--- src/rtl/core/tps_pkg.sv ---
`timescale 1ns / 1ps

package tps_pkg;

    localparam int MAX_FRAGMENTS = 6;
    localparam int IDX_W         = $clog2(MAX_FRAGMENTS);
    localparam int CNT_W         = $clog2(MAX_FRAGMENTS + 1);

    localparam int FUNC_W    = 2;
    localparam int CODE_W    = 2;
    localparam int FREQ_W    = 16;
    localparam int TICKS_W   = 16;
    localparam int PERIOD_W  = 20;
    localparam int COMPARE_W = 19;
    localparam int BIT_W     = $clog2(PERIOD_W);

    localparam logic [PERIOD_W-1:0] CLOCK_HZ  = 20'd1000000;
    localparam logic [FREQ_W-1:0]   LOCK_FREQ = 16'd3000;

    localparam logic [FUNC_W-1:0] FUNC_TICK    = 2'd0;
    localparam logic [FUNC_W-1:0] FUNC_TRIGGER = 2'd1;
    localparam logic [FUNC_W-1:0] FUNC_BEEP    = 2'd2;

    localparam logic [CODE_W-1:0] STATUS_INIT_OK  = 2'd0;
    localparam logic [CODE_W-1:0] STATUS_CLICK   = 2'd1;
    localparam logic [CODE_W-1:0] STATUS_WARN    = 2'd2;
    localparam logic [CODE_W-1:0] STATUS_CRITICAL = 2'd3;

    typedef struct packed {
        logic [FREQ_W-1:0]  freq;
        logic [TICKS_W-1:0] ticks;
    } fragment_t;

    function automatic fragment_t rom_fragment(input logic [CODE_W-1:0] code,
                                               input logic [IDX_W-1:0] idx);
        fragment_t frag;
        frag = '{freq: '0, ticks: '0};
        unique case (code)
            STATUS_INIT_OK:
            begin
                case (idx)
                    IDX_W'(0): frag = '{freq: 16'd1500, ticks: 16'd80};
                    IDX_W'(1): frag = '{freq: 16'd0,    ticks: 16'd30};
                    IDX_W'(2): frag = '{freq: 16'd2500, ticks: 16'd120};
                    default:   frag = '{freq: '0, ticks: '0};
                endcase
            end
            STATUS_CLICK:
            begin
                case (idx)
                    IDX_W'(0): frag = '{freq: 16'd2500, ticks: 16'd120};
                    IDX_W'(1): frag = '{freq: 16'd0,    ticks: 16'd20};
                    IDX_W'(2): frag = '{freq: 16'd3000, ticks: 16'd180};
                    default:   frag = '{freq: '0, ticks: '0};
                endcase
            end
            STATUS_WARN:
            begin
                case (idx)
                    IDX_W'(0): frag = '{freq: 16'd1500, ticks: 16'd200};
                    IDX_W'(1): frag = '{freq: 16'd0,    ticks: 16'd50};
                    IDX_W'(2): frag = '{freq: 16'd1500, ticks: 16'd200};
                    default:   frag = '{freq: '0, ticks: '0};
                endcase
            end
            STATUS_CRITICAL:
            begin
                case (idx)
                    IDX_W'(0): frag = '{freq: 16'd3000, ticks: 16'd80};
                    IDX_W'(1): frag = '{freq: 16'd0,    ticks: 16'd50};
                    IDX_W'(2): frag = '{freq: 16'd3000, ticks: 16'd80};
                    IDX_W'(3): frag = '{freq: 16'd0,    ticks: 16'd50};
                    IDX_W'(4): frag = '{freq: 16'd3000, ticks: 16'd80};
                    IDX_W'(5): frag = '{freq: 16'd0,    ticks: 16'd50};
                    default:   frag = '{freq: '0, ticks: '0};
                endcase
            end
        endcase
        return frag;
    endfunction

    function automatic logic [CNT_W-1:0] rom_len(input logic [CODE_W-1:0] code);
        logic [CNT_W-1:0] len;
        if (code == STATUS_CRITICAL)
        begin
            len = CNT_W'(6);
        end
        else
        begin
            len = CNT_W'(3);
        end
        return len;
    endfunction

endpackage

--- src/rtl/core/tps_in_if.sv ---
`timescale 1ns / 1ps

interface tps_in_if;
    logic                          valid;
    logic                          ready;
    logic [tps_pkg::FUNC_W-1:0]    func;
    logic [tps_pkg::CODE_W-1:0]    status_code;
    logic [tps_pkg::FREQ_W-1:0]    beep_frequency;
    logic [tps_pkg::TICKS_W-1:0]   beep_duration;

    modport source (output valid, func, status_code, beep_frequency, beep_duration,
                    input ready);
    modport sink   (input valid, func, status_code, beep_frequency, beep_duration,
                    output ready);
endinterface

--- src/rtl/core/tps_out_if.sv ---
`timescale 1ns / 1ps

interface tps_out_if;
    logic                             valid;
    logic                             ready;
    logic [tps_pkg::PERIOD_W-1:0]     period_count;
    logic [tps_pkg::COMPARE_W-1:0]    compare_count;
    logic                             busy_res;
    logic                             sound_on;

    modport source (output valid, period_count, compare_count, busy_res, sound_on,
                    input ready);
    modport sink   (input valid, period_count, compare_count, busy_res, sound_on,
                    output ready);
endinterface

--- src/rtl/core/tone_pattern_sequencer_core.sv ---
`timescale 1ns / 1ps
// A tick that loads no tone, or an ignored request, goes straight to the output; a tick that
// loads a fragment first reads it from memory, a trigger or beep first writes its fragments (a
// beep its two). A silent tone then goes to the output; a tone runs 20 divider steps for the
// PWM period, forms period and compare, then registers the output. One transaction in work at
// a time; ready again once its result is registered; a result not yet taken holds back the next one.
// Reset clears all control state and the PWM registers; the fragment memory is not cleared.

module tone_pattern_sequencer_core
(
    input  logic         clk,
    input  logic         rst_n,
    tps_in_if.sink       cmd,
    tps_out_if.source    res
);
    import tps_pkg::*;

    localparam logic [2:0] ST_IDLE  = 3'd0;
    localparam logic [2:0] ST_WRITE = 3'd1;
    localparam logic [2:0] ST_READ  = 3'd2;
    localparam logic [2:0] ST_LOAD  = 3'd3;
    localparam logic [2:0] ST_DIV   = 3'd4;
    localparam logic [2:0] ST_FIN   = 3'd5;
    localparam logic [2:0] ST_DONE  = 3'd6;

    // Fragment store, one entry per fragment.
    fragment_t frag_mem [MAX_FRAGMENTS];
    fragment_t rdata_reg;

    logic [2:0]             state_reg, state_next;
    logic                   playing_reg, playing_next;
    logic                   lock_reg, lock_next;
    logic [TICKS_W-1:0]     remain_reg, remain_next;
    logic [CNT_W-1:0]       index_reg, index_next;
    logic [CNT_W-1:0]       total_reg, total_next;
    logic [PERIOD_W-1:0]    period_reg, period_next;
    logic [COMPARE_W-1:0]   compare_reg, compare_next;
    logic [CNT_W-1:0]       wr_cnt_reg, wr_cnt_next;
    logic [CNT_W-1:0]       wr_len_reg, wr_len_next;
    logic                   out_valid_reg, out_valid_next;

    logic                   beep_sel_reg, beep_sel_next;
    logic [CODE_W-1:0]      code_reg, code_next;
    logic [FREQ_W-1:0]      freq_reg, freq_next;
    logic [TICKS_W-1:0]     dur_reg, dur_next;
    logic [FREQ_W-1:0]      div_reg, div_next;
    logic [FREQ_W-1:0]      rem_reg, rem_next;
    logic [PERIOD_W-1:0]    quo_reg, quo_next;
    logic [BIT_W-1:0]       bit_reg, bit_next;

    logic [PERIOD_W-1:0]    out_period_reg;
    logic [COMPARE_W-1:0]   out_compare_reg;
    logic                   out_busy_reg;
    logic                   out_sound_reg;

    logic                   wr_en;
    fragment_t              wr_data;
    fragment_t              first_frag;
    logic                   tone_go;
    logic [FREQ_W-1:0]      tone_freq;
    logic [FREQ_W:0]        trial;
    logic                   trial_ge;
    logic [CNT_W-1:0]       index_inc;
    logic                   out_load;

    assign cmd.ready = (state_reg == ST_IDLE);

    assign res.valid         = out_valid_reg;
    assign res.period_count  = out_period_reg;
    assign res.compare_count = out_compare_reg;
    assign res.busy_res      = out_busy_reg;
    assign res.sound_on      = out_sound_reg;

    assign index_inc = index_reg + CNT_W'(1);
    assign trial     = {rem_reg, CLOCK_HZ[bit_reg]};
    assign trial_ge  = (trial >= {1'b0, div_reg});

    always_comb
    begin
        if (beep_sel_reg)
        begin
            first_frag = '{freq: freq_reg, ticks: dur_reg};
            if (wr_cnt_reg == '0)
            begin
                wr_data = '{freq: freq_reg, ticks: dur_reg};
            end
            else
            begin
                wr_data = '{freq: '0, ticks: TICKS_W'(1)};
            end
        end
        else
        begin
            first_frag = rom_fragment(code_reg, '0);
            wr_data    = rom_fragment(code_reg, wr_cnt_reg[IDX_W-1:0]);
        end
    end

    always_comb
    begin
        state_next     = state_reg;
        playing_next   = playing_reg;
        lock_next      = lock_reg;
        remain_next    = remain_reg;
        index_next     = index_reg;
        total_next     = total_reg;
        period_next    = period_reg;
        compare_next   = compare_reg;
        wr_cnt_next    = wr_cnt_reg;
        wr_len_next    = wr_len_reg;
        beep_sel_next  = beep_sel_reg;
        code_next      = code_reg;
        freq_next      = freq_reg;
        dur_next       = dur_reg;
        div_next       = div_reg;
        rem_next       = rem_reg;
        quo_next       = quo_reg;
        bit_next       = bit_reg;
        wr_en          = 1'b0;
        tone_go        = 1'b0;
        tone_freq      = '0;
        out_load       = 1'b0;
        out_valid_next = out_valid_reg;

        if (out_valid_reg && res.ready)
        begin
            out_valid_next = 1'b0;
        end

        unique case (state_reg)
            ST_IDLE:
            begin
                if (cmd.valid)
                begin
                    state_next = ST_DONE;
                    code_next  = cmd.status_code;
                    freq_next  = cmd.beep_frequency;
                    dur_next   = cmd.beep_duration;
                    wr_cnt_next = '0;
                    priority if (cmd.func == FUNC_TICK)
                    begin
                        if (playing_reg)
                        begin
                            if (remain_reg != '0)
                            begin
                                remain_next = remain_reg - TICKS_W'(1);
                            end
                            else
                            begin
                                index_next = index_inc;
                                if (index_inc < total_reg
                                    && index_inc < CNT_W'(MAX_FRAGMENTS))
                                begin
                                    state_next = ST_READ;
                                end
                                else
                                begin
                                    compare_next = '0;
                                    playing_next = 1'b0;
                                end
                            end
                        end
                    end
                    else if (cmd.func == FUNC_TRIGGER)
                    begin
                        // A locked pattern (first tone at LOCK_FREQ) still playing only yields to a critical trigger.
                        if (!(playing_reg && lock_reg && cmd.status_code != STATUS_CRITICAL))
                        begin
                            beep_sel_next = 1'b0;
                            wr_len_next   = rom_len(cmd.status_code);
                            state_next    = ST_WRITE;
                        end
                    end
                    else if (cmd.func == FUNC_BEEP)
                    begin
                        if (cmd.beep_duration != '0)
                        begin
                            beep_sel_next = 1'b1;
                            wr_len_next   = CNT_W'(2);
                            state_next    = ST_WRITE;
                        end
                    end
                    else
                    begin
                        // The unused function code only reports the current state.
                        state_next = ST_DONE;
                    end
                end
            end
            ST_WRITE:
            begin
                wr_en = 1'b1;
                if (wr_cnt_reg == wr_len_reg - CNT_W'(1))
                begin
                    index_next   = '0;
                    total_next   = wr_len_reg;
                    playing_next = 1'b1;
                    lock_next    = (first_frag.freq == LOCK_FREQ);
                    remain_next  = first_frag.ticks;
                    tone_go      = 1'b1;
                    tone_freq    = first_frag.freq;
                end
                else
                begin
                    wr_cnt_next = wr_cnt_reg + CNT_W'(1);
                end
            end
            ST_READ:
            begin
                state_next = ST_LOAD;
            end
            ST_LOAD:
            begin
                if (rdata_reg.ticks == '0)
                begin
                    remain_next = TICKS_W'(1);
                end
                else
                begin
                    remain_next = rdata_reg.ticks;
                end
                tone_go   = 1'b1;
                tone_freq = rdata_reg.freq;
            end
            ST_DIV:
            begin
                if (trial_ge)
                begin
                    rem_next = FREQ_W'(trial - {1'b0, div_reg});
                end
                else
                begin
                    rem_next = trial[FREQ_W-1:0];
                end
                quo_next = {quo_reg[PERIOD_W-2:0], trial_ge};
                bit_next = bit_reg - BIT_W'(1);
                if (bit_reg == '0)
                begin
                    state_next = ST_FIN;
                end
            end
            ST_FIN:
            begin
                period_next  = quo_reg - PERIOD_W'(1);
                compare_next = quo_reg[PERIOD_W-1:1];
                state_next   = ST_DONE;
            end
            ST_DONE:
            begin
                if (!out_valid_reg || res.ready)
                begin
                    out_load       = 1'b1;
                    out_valid_next = 1'b1;
                    state_next     = ST_IDLE;
                end
            end
            default:
            begin
                state_next = ST_IDLE;
            end
        endcase

        if (tone_go)
        begin
            if (tone_freq == '0)
            begin
                compare_next = '0;
                state_next   = ST_DONE;
            end
            else
            begin
                div_next   = tone_freq;
                rem_next   = '0;
                quo_next   = '0;
                bit_next   = BIT_W'(PERIOD_W - 1);
                state_next = ST_DIV;
            end
        end
    end

    always_ff @(posedge clk)
    begin
        if (wr_en)
        begin
            frag_mem[wr_cnt_reg[IDX_W-1:0]] <= wr_data;
        end
        if (state_reg == ST_READ)
        begin
            rdata_reg <= frag_mem[index_reg[IDX_W-1:0]];
        end
    end

    always_ff @(posedge clk or negedge rst_n)
    begin
        if (!rst_n)
        begin
            state_reg     <= ST_IDLE;
            playing_reg   <= 1'b0;
            lock_reg      <= 1'b0;
            remain_reg    <= '0;
            index_reg     <= '0;
            total_reg     <= '0;
            period_reg    <= '0;
            compare_reg   <= '0;
            wr_cnt_reg    <= '0;
            wr_len_reg    <= '0;
            beep_sel_reg  <= 1'b0;
            code_reg      <= STATUS_INIT_OK;
            bit_reg       <= '0;
            out_valid_reg <= 1'b0;
        end
        else
        begin
            state_reg     <= state_next;
            playing_reg   <= playing_next;
            lock_reg      <= lock_next;
            remain_reg    <= remain_next;
            index_reg     <= index_next;
            total_reg     <= total_next;
            period_reg    <= period_next;
            compare_reg   <= compare_next;
            wr_cnt_reg    <= wr_cnt_next;
            wr_len_reg    <= wr_len_next;
            beep_sel_reg  <= beep_sel_next;
            code_reg      <= code_next;
            bit_reg       <= bit_next;
            out_valid_reg <= out_valid_next;
        end
    end

    always_ff @(posedge clk)
    begin
        freq_reg <= freq_next;
        dur_reg  <= dur_next;
        div_reg  <= div_next;
        rem_reg  <= rem_next;
        quo_reg  <= quo_next;
        if (out_load)
        begin
            out_period_reg  <= period_reg;
            out_compare_reg <= compare_reg;
            out_busy_reg    <= playing_reg;
            out_sound_reg   <= (compare_reg != '0);
        end
    end

endmodule
--- src/flat_wrapper.sv ---
// flat-port wrapper written by rule: the top's interface ports become plain ports
module tone_pattern_sequencer_core_flat import tps_pkg::*;
  (clk, rst_n, cmd_valid, cmd_func, cmd_status_code, cmd_beep_frequency, cmd_beep_duration, cmd_ready, res_valid, res_period_count, res_compare_count, res_busy_res, res_sound_on, res_ready);
  tps_in_if cmd_i ();
  tps_out_if res_i ();
  input  logic clk;
  input  logic rst_n;
  input wire logic [$bits(cmd_i.valid)-1:0] cmd_valid;
  input wire logic [$bits(cmd_i.func)-1:0] cmd_func;
  input wire logic [$bits(cmd_i.status_code)-1:0] cmd_status_code;
  input wire logic [$bits(cmd_i.beep_frequency)-1:0] cmd_beep_frequency;
  input wire logic [$bits(cmd_i.beep_duration)-1:0] cmd_beep_duration;
  output wire logic [$bits(cmd_i.ready)-1:0] cmd_ready;
  output wire logic [$bits(res_i.valid)-1:0] res_valid;
  output wire logic [$bits(res_i.period_count)-1:0] res_period_count;
  output wire logic [$bits(res_i.compare_count)-1:0] res_compare_count;
  output wire logic [$bits(res_i.busy_res)-1:0] res_busy_res;
  output wire logic [$bits(res_i.sound_on)-1:0] res_sound_on;
  input wire logic [$bits(res_i.ready)-1:0] res_ready;
  assign cmd_i.valid = cmd_valid;
  assign cmd_i.func = cmd_func;
  assign cmd_i.status_code = cmd_status_code;
  assign cmd_i.beep_frequency = cmd_beep_frequency;
  assign cmd_i.beep_duration = cmd_beep_duration;
  assign cmd_ready = cmd_i.ready;
  assign res_valid = res_i.valid;
  assign res_period_count = res_i.period_count;
  assign res_compare_count = res_i.compare_count;
  assign res_busy_res = res_i.busy_res;
  assign res_sound_on = res_i.sound_on;
  assign res_i.ready = res_ready;
  tone_pattern_sequencer_core u_core (.clk(clk), .rst_n(rst_n), .cmd(cmd_i), .res(res_i));
endmodule
--- config.mk ---
export PLATFORM = sky130hd
export DESIGN_NAME = tone_pattern_sequencer_core_flat
export DESIGN_NICKNAME = d
export VERILOG_FILES = /design/src/rtl/core/tps_pkg.sv /design/src/rtl/core/tps_in_if.sv /design/src/rtl/core/tps_out_if.sv /design/src/rtl/core/tone_pattern_sequencer_core.sv /design/src/flat_wrapper.sv
export SDC_FILE = /design/constraint.sdc
export NUM_CORES = 1
export LEC_CHECK = 0
export BUFFER_PORTS_ARGS = -buffer_cell sky130_fd_sc_hd__buf_2
export CORE_ASPECT_RATIO = 1.1
export CORE_UTILIZATION = 37
export CTS_CLUSTER_DIAMETER = 60
export DETAILED_ROUTE_END_ITERATION = 7
export PLACE_DENSITY = 0.48
export SYNTH_ARGS = -nofsm -noshare
export SYNTH_HDL_FRONTEND = slang
export SYNTH_SLANG_ARGS = --single-unit
--- constraint.sdc ---
create_clock -name clk -period 11.6 [get_ports clk]
set_clock_uncertainty 0.05 [all_clocks]
set_input_delay 2.32 -clock clk [delete_from_list [all_inputs] [get_ports clk]]
set_output_delay 2.32 -clock clk [all_outputs]
set_load 0.005 [all_outputs]
==> flow_summary.ini <==
[outcome]
status = completed

[global_routing]
grt_max_degree = 76
grt_pass1_wl_um = 72000
grt-ovfl-total = 0
grt_antenna_before_repair = 0
grt_pass1_vias = 11879
grt_use_total = 0.1848

[layout]
final_nets = 1587
largest_register_ffs = 192
finalInstanceArea_sq_mm = 0.02130
synthToLayoutAreaGrowth_pct = 14.25
diodes = 0
layout-drive-gt1-share = 0.1591
nFillCells = 4629

[timing]
tns_ps = 0
rsz0062_at_grt = false
clock.fmax_ghz = 0.2222
relSlewSlack = 0.2382
fin_crit_ps = 4499
tightest_slew_ps = 1143
slew_viol_final = 0
fin_crit_sh = 0.3879
hold_violations = 0
setup_viol_count_final = 0

[cts]
cts_buffers = 47
post_cts_buffers = 0
htree_levels = 2
cts_hold_buffers = 0
clockBufferDepth = 3
clk_latency_ps = 580
cts_tree = done
ctsResizeCount = 0
clkSinkCount = 430
clkTransAtPathRegs_ps = 60
root_buffer = clkbuf_16

[synth]
synthesis.area_sq_mm = 0.01865
synthTopCellsByArea = edfxtp_1 50%, dfrtp_1 11%, dfxtp_1 3.9%
synth_cells = 1440
yosys_most_used_dff = edfxtp_1
ys_seq_elements = 430
syn_area_per_cell_sq_um = 12.95
synth_top_cell_by_area = edfxtp_1
yosysTopAreaCellShare = 0.5041
yosysWarningCount = 0
ys_seq_area_frac = 0.6515
synth_nets = 1521
synthMostInstantiatedCell = edfxtp_1
synth_edf_count = 313
synthTopCellsByCount = 313 x edfxtp_1, 136 x nand2_1, 123 x nor2_1
synth.distinct_cells = 74
synth-async-reset-ratio = 0.1884

[floorplanning]
die_w_um = 216.0
boundaryPins = 83
num_rows = 85
dieArea_sq_mm = 0.05130
start_util = 0.3778
core_area_sq_mm = 0.04935
die_h_um = 237.4

[worst_setup_path]
path_class = flop to primary output
worstPathMaxFanout = 17
crit_required_ps = 9230
crit_path_end_kind = primary output
start_kind = flop
max_stage_delay_ps = 700
critical_path.top_delay_family = simple AND/OR/NAND/NOR gates
worstPathCellList = nor3_1, buf_2
cp.arrival_ps = 2130
critPathBufInv = 1
slowest_stage = nor3_1

[placement]
place_area_sq_mm = 0.01971
io_buffers = 82
dp_hpwl_um = 29320
gp_congestion = 0.8292

[job]
maxCapViolCount = 0

[routing]
finalWirelength_um = 46280
drc = 0
via_count = 11723
wl_per_cell_um = 21.11
drtIter0Drc = 780
drt_first_pass_iters = 5
ant_nets = 0
vias_per_cell = 5.348

[pwr]
peakVddDrop_mv = 0.2218
p_per_area_mw_per_mm2 = 280.2
p_leak_nw = 7.779

[worst_hold_path]
hold_class = flop to flop
==> worst reg2reg max path: stages, from the launching register on <==
cell,delay (ps)
dfrtp_1,820
xnor3_1,370
nand3_1,510
o32ai_1,880
nor4_1,180
nor4b_4,200
nand2_2,140
buf_4,550
==> layout by cell type, fill, tap and decap left out, types with 9 or more instances in the layout <==
cell type,netlist,routed
a211oi_1,11,11
a21o_1,10,10
a21oi_1,100,100
a22oi_1,19,19
a311oi_2,9,9
a31oi_1,15,15
and3_1,18,15
buf_2,7,81
buf_4,2,21
clkbuf_16,0,50
dfrtp_1,81,79
dfxtp_1,36,36
edfxtp_1,313,313
ha_1,40,40
inv_1,44,44
mux2i_1,37,37
mux4_2,32,32
nand2_1,136,136
nand2b_1,11,11
nand3_1,30,30
nor2_1,123,123
nor3_1,25,23
nor4_1,26,24
o21ai_0,76,76
o31ai_1,10,10
or4_1,11,11
xnor2_1,21,21
xor2_1,9,9
==> per-stage QoR <==
stage	worst slack, ps	util	total power, mW	cells	hold WS (ps)
after floorplan	6960	-	3.866	1440	374.8
after detailed placement	7041	0.3993	4.487	2109	386.5
after global placement	7091	0.3993	4.467	2109	384.0
final	7101	0.4317	5.969	2192	397.1
after CTS	7018	0.4317	6.052	2192	400.7
after global routing	6977	0.4317	6.357	2192	414.3
==> per-layer routing <==
| metal | wire length, um | vias up | track usage |
|---|---|---|---|
| li1 | - | 5562 | - |
| met1 | 20560 | 5807 | 0.2433 |
| met2 | 22210 | 276 | 0.3067 |
| met3 | 2025 | 78 | 0.02687 |
| met4 | 1493 | 0 | 0.07469 |
| met5 | 0 | - | 0 |
==> cell type report <==
cell class / count / area [sq um] / share of cell area
Clock inverter: 24 / 281.5 / 0.01322
Timing Repair Buffer: 102 / 563.0 / 0.02643
Sequential cell: 430 / 12150 / 0.5704
Tap cell: 652 / 815.8 / 0.03829
Clock buffer: 59 / 1315 / 0.06173
Inverter: 44 / 165.2 / 0.007753
Multi-Input combinational cell: 881 / 6011 / 0.2822
==> logic make-up (layout without fill, tap and decap cells) <==
logic type,after synthesis,after routing,share of synthesized area
AOI/OAI and AO/OA,312,312,0.1088
xor gates and xnor gates,31,31,0.01530
adders and majority gates,41,41,0.02792
buffers and inverters,129,229,0.02865
DFF,430,430,0.6515
muxes,73,73,0.06093
and+or+nand+nor,424,424,0.1069
==> path summary, 6_finish.rpt <==
check | from | end | slack, ps | cells past startpoint
max | u_core.state_reg[2] | cmd_ready | 7100 | 2
min | u_core.period_reg[2] | u_core.res.period_count[2] | 400 | 0
max reg2reg | u_core.wr_cnt_reg[2] | u_core.div_reg[11] | 7500 | 7
min reg2reg | u_core.period_reg[2] | u_core.res.period_count[2] | 400 | 0
max in group asynchronous | rst_n | u_core.index_reg[0] | 8680 | 2
min in group asynchronous | rst_n | u_core.period_reg[17] | 1500 | 1
==> where the power goes <==
group          internal, mW  leakage, nW  switching [mW]
registers              2.14         4.16           0.197
logic                 0.714         2.83            1.37
clock network         0.935        0.783           0.606
(Power assumes the default switching activity.)
